File: src/sv/sukt_pkg.sv
// types and constants shared by the sorted unique key table
package sukt_pkg;

	localparam int KEY_W = 32;
	localparam int FIELD_W = 7;

	typedef enum logic [1:0] {
		CMD_INSERT = 2'd0,
		CMD_DELETE = 2'd1,
		CMD_FIND   = 2'd2
	} sukt_cmd_t;

	typedef enum logic [1:0] {
		STATUS_OK      = 2'd0,
		STATUS_FULL    = 2'd1,
		STATUS_EXISTS  = 2'd2,
		STATUS_MISSING = 2'd3
	} sukt_status_t;

	typedef enum logic [1:0] {
		PH_IDLE,
		PH_COMPARE,
		PH_UPDATE
	} sukt_phase_t;

	typedef struct packed {
		sukt_cmd_t                 command;
		logic signed [KEY_W-1:0]   key;
	} sukt_req_t;

	typedef struct packed {
		sukt_status_t              status;
		logic                      found;
		logic [FIELD_W-1:0]        position;
		logic [FIELD_W-1:0]        entry_count;
	} sukt_rsp_t;

	// broadcast to every cell of the chain
	typedef struct packed {
		logic cmp;
		logic ins;
		logic del;
	} sukt_cell_ctrl_t;

endpackage

File: src/sv/sukt_cell.sv
// one cell of the sorted key chain: holds a key, compares it, shifts with its neighbours
module sukt_cell import sukt_pkg::*; (
	input  logic                    clk,
	input  sukt_cell_ctrl_t         ctrl,
	input  logic                    live,
	input  logic signed [KEY_W-1:0] probe,
	input  logic                    left_lt,
	input  logic signed [KEY_W-1:0] left_key,
	input  logic signed [KEY_W-1:0] right_key,
	output logic signed [KEY_W-1:0] key_q,
	output logic                    lt_q,
	output logic                    eq_q
);

	// flags only meaningful after a compare cycle
	always_ff @(posedge clk) begin
		if (ctrl.cmp) begin
			lt_q <= live && (key_q < probe);
			eq_q <= live && (key_q == probe);
		end
	end

	// cells at or past the insertion point move right, or left on delete
	always_ff @(posedge clk) begin
		if (ctrl.ins && !lt_q) begin
			key_q <= left_lt ? probe : left_key;
		end else if (ctrl.del && !lt_q) begin
			key_q <= right_key;
		end
	end

endmodule
File: config.mk
export PLATFORM = sky130hd
export DESIGN_NAME = sukt_cell
export DESIGN_NICKNAME = d
export VERILOG_FILES = /design/src/sv/sukt_pkg.sv /design/src/sv/sukt_cell.sv
export SDC_FILE = /design/constraint.sdc
export NUM_CORES = 1
export LEC_CHECK = 0
export ABC_AREA = 1
export ABC_CLOCK_PERIOD_IN_PS = 2000
export BUFFER_PORTS_ARGS = -buffer_cell sky130_fd_sc_hd__clkbuf_2
export CAP_MARGIN = 5
export CORE_ASPECT_RATIO = 0.5
export CORE_UTILIZATION = 42
export CTS_CLUSTER_SIZE = 8
export DETAILED_ROUTE_END_ITERATION = 6
export PLACE_DENSITY_LB_ADDON = 0.2
export SYNTH_ARGS = -nofsm -noshare
export SYNTH_HDL_FRONTEND = slang
export SYNTH_SLANG_ARGS = --single-unit
File: constraint.sdc
create_clock -name clk -period 2 [get_ports clk]
set_input_delay 0.3 -clock clk [delete_from_list [all_inputs] [get_ports clk]]
set_output_delay 0.3 -clock clk [all_outputs]
set_load 0.01 [all_outputs]
==> flow_metrics.tcl <==
set metrics [dict create \
    status "complete, no violations" \
    synth_seq_cells 34 \
    gp_congestion 0.758 \
    routed_wl_um 6290 \
    die_x_um 114 \
    p_per_area_mw_per_mm2 707 \
    cp.arrival_ns 1.80 \
    fin_cells 542 \
    ant_nets 0 \
    grt_overflow 0 \
    grt_util_met1_pct 27.6 \
    finalSetupTns_ns 0 \
    vias 2522 \
    hold_path_class "primary input to register" \
    critPathBufInv 1 \
    regToRegSetupSlack_ns 0.24 \
    critPathSlowestCell "edfxtp_1" \
    clockBufferDepth 2 \
    yosysUniqueCellTypes 27 \
    critical_path.top_delay_family "simple AND/OR/NAND/NOR gates" \
    setup_violations 0 \
    required_ns 2.04 \
    min_period_ns 1.76 \
    cts_buffers 5 \
    cts_tree "built" \
    finClkSkew_ns 0.00600 \
    nNetsFinal 591 \
    worstSetupPathType "register to register" \
    crit_path_end_kind "register" \
    cap_viol_max_count 0 \
    start_util_pct 45.6 \
    synth.largest_area_cell "edfxtp_1" \
    power.leakage_nw 1.88 \
    drive_gt1_share_pct 36.2 \
    cpPeakStageDelay_ns 0.38 \
    reg2reg_depth 10 \
    synth_top_area_share_pct 39.1 \
    clock_latency_ns 0.28 \
    ys_seq_area_share_pct 39.1 \
    antenna_cells 0 \
    cp-start-kind "register" \
    grt_pass1_vias 2346 \
    htreeDepth 2 \
    syn_area_per_cell_sq_um 8.09 \
    io_buffers 135 \
    relSlewSlack_pct 61.2 \
    die_height_um 57.8 \
    ctsResizeCount 0 \
    rsz0062_at_grt "no" \
    dp_cells 534 \
    fmax_ghz 0.569 \
    drt_first_iter_violations 85 \
    antenna_found_initial 0 \
    grtUsageMet2_pct 34.5 \
    syn-num-nets 457 \
    root_buffer "clkbuf_16" \
    critPathMaxFanout 2 \
    grt_max_degree 45 \
    mostFrequentLayoutCells "clkbuf_2, nand2_1, nor2_1, inv_1, edfxtp_1" \
    grt_usage_pct 20.5 \
    cts_hold_buf 0 \
    hold_viol 0 \
    gr-usage-met3_pct 3.87 \
    crit_path_end "lt_q$_DFFE_PP_" \
    finalCritPeriodShare_pct 87.8 \
    max_slew.worst_pin.slew_ns 0.582 \
    ir_drop_mv 0.467 \
    startpoint "key_q[11]$_DFFE_PP_" \
    crit_chain "ha_1, nand2_1, inv_2, nand3_1, nor3_2, nand2_1, nand2_1, nand2_1, a21oi_1, nor2_1" \
    ys_warn_count 0 \
    grt_pass1_wl_um 10600 \
    place_hpwl_um 5000 \
    io_pins 136 \
    synth.cell_area_sq_mm 0.00261 \
    whs_ns 0.253 \
    dr.pass1.iters 4 \
    core_area_sq_mm 0.00573 \
    avgViaCountPerCell 4.65 \
    synthCells 323 \
    synthTopCellsByArea "edfxtp_1, ha_1, nand2_1" \
    mostFrequentLayoutCell "clkbuf_2" \
    area_delta_synth_final_pct 35.5 \
    clkTransAtPathRegs_ns 0.06 \
    r2r_end "lt_q$_DFFE_PP_" \
    cpMostUsedCell "nand2_1" \
    dieArea_sq_mm 0.00656 \
    rr_startpoint "key_q[11]$_DFFE_PP_" \
    grt-busiest-layer "met2" \
    wl_per_cell_um 11.6 \
    clock_sinks 34 \
    slew_viol_final 0 \
    cp.depth 10 \
    drc_errors 0 \
    cts_setup_buffers 0 \
    num_rows 19 \
]
[final cells by class]
cell class                 count  area (sq um)
fill                         556          2190
multi-input combinational    234          1380
sequential                    34          1020
timing repair buffer         140           713
inverter                      42           158
clock buffer                   5           125
tap                           84           105
clock inverter                 3          40.0
[worst min-delay path by stage]
stage                 start        endpoint  slack, ns  cells past startpoint
floorplan           ctrl[2]  eq_q$_DFFE_PP_       0.41                      0
global placement    ctrl[2]  eq_q$_DFFE_PP_       0.54                      1
detailed placement  ctrl[2]  eq_q$_DFFE_PP_       0.54                      1
CTS                 ctrl[2]  eq_q$_DFFE_PP_       0.25                      1
global route        ctrl[2]  eq_q$_DFFE_PP_       0.25                      1
finish              ctrl[2]  eq_q$_DFFE_PP_       0.25                      1
[metrics by stage]
stage / area [sq um] / total power [mW] / worst slack [ns] / util (%)
6_report: 3540 / 2.50 / 0.243 / 61.8
5_1_grt: 3540 / 2.66 / 0.0846 / 61.8
4_1_cts: 3540 / 2.52 / 0.242 / 61.8
3_5_place_dp: 3380 / 1.64 / 0.203 / 58.9
3_3_place_gp: 3380 / 1.63 / 0.227 / 58.9
2_1_floorplan: 2620 / 1.37 / 0.219 / -
[Yosys cell counts, drive strengths merged]
| cell type | n |
|---|---|
| clkbuf | 2 |
| nand4 | 2 |
| nand2 | 98 |
| and3 | 1 |
| a21oi | 15 |
| inv | 42 |
| nor3 | 2 |
| nor4 | 1 |
| ha | 32 |
| a21o | 1 |
| edfxtp | 34 |
| buf | 11 |
| nor2 | 43 |
| nand3 | 3 |
| o21a | 2 |
| a31oi | 32 |
| o21ai | 2 |
[state kept, by name, summed over array words and instances, names as in the netlist]
name and flops:
key_q 32, eq_q 1, lt_q 1
[power breakdown]
part / internal [mW] / switching, mW / total (mW) / leakage (nW)
registers: 0.891 / 0.0424 / 0.934 / 0.328
clock network: 0.583 / 0.306 / 0.889 / 0.0836
logic: 0.295 / 0.387 / 0.682 / 1.47
[layer usage]
layer / share of wire (%) / vias up
met3: 4.8 / 5
met2: 46 / 63
met1: 49 / 1098
met5: 0 / -
li1: - / 1356
met4: 0.52 / 0
[cell families (layout without fill, tap and decap cells)]
kind of cell,count (synthesis),after routing,synth area share (%)
AO/OA/AOI/OAI,52,52,12.4
adder cells (fa/ha/maj),32,32,15.3
buffers and inverters,55,190,8.43
flip-flops,34,34,39.1
AND/OR/NAND/NOR,150,150,24.8
No activity file was read; power rests on OpenSTA's default activity.
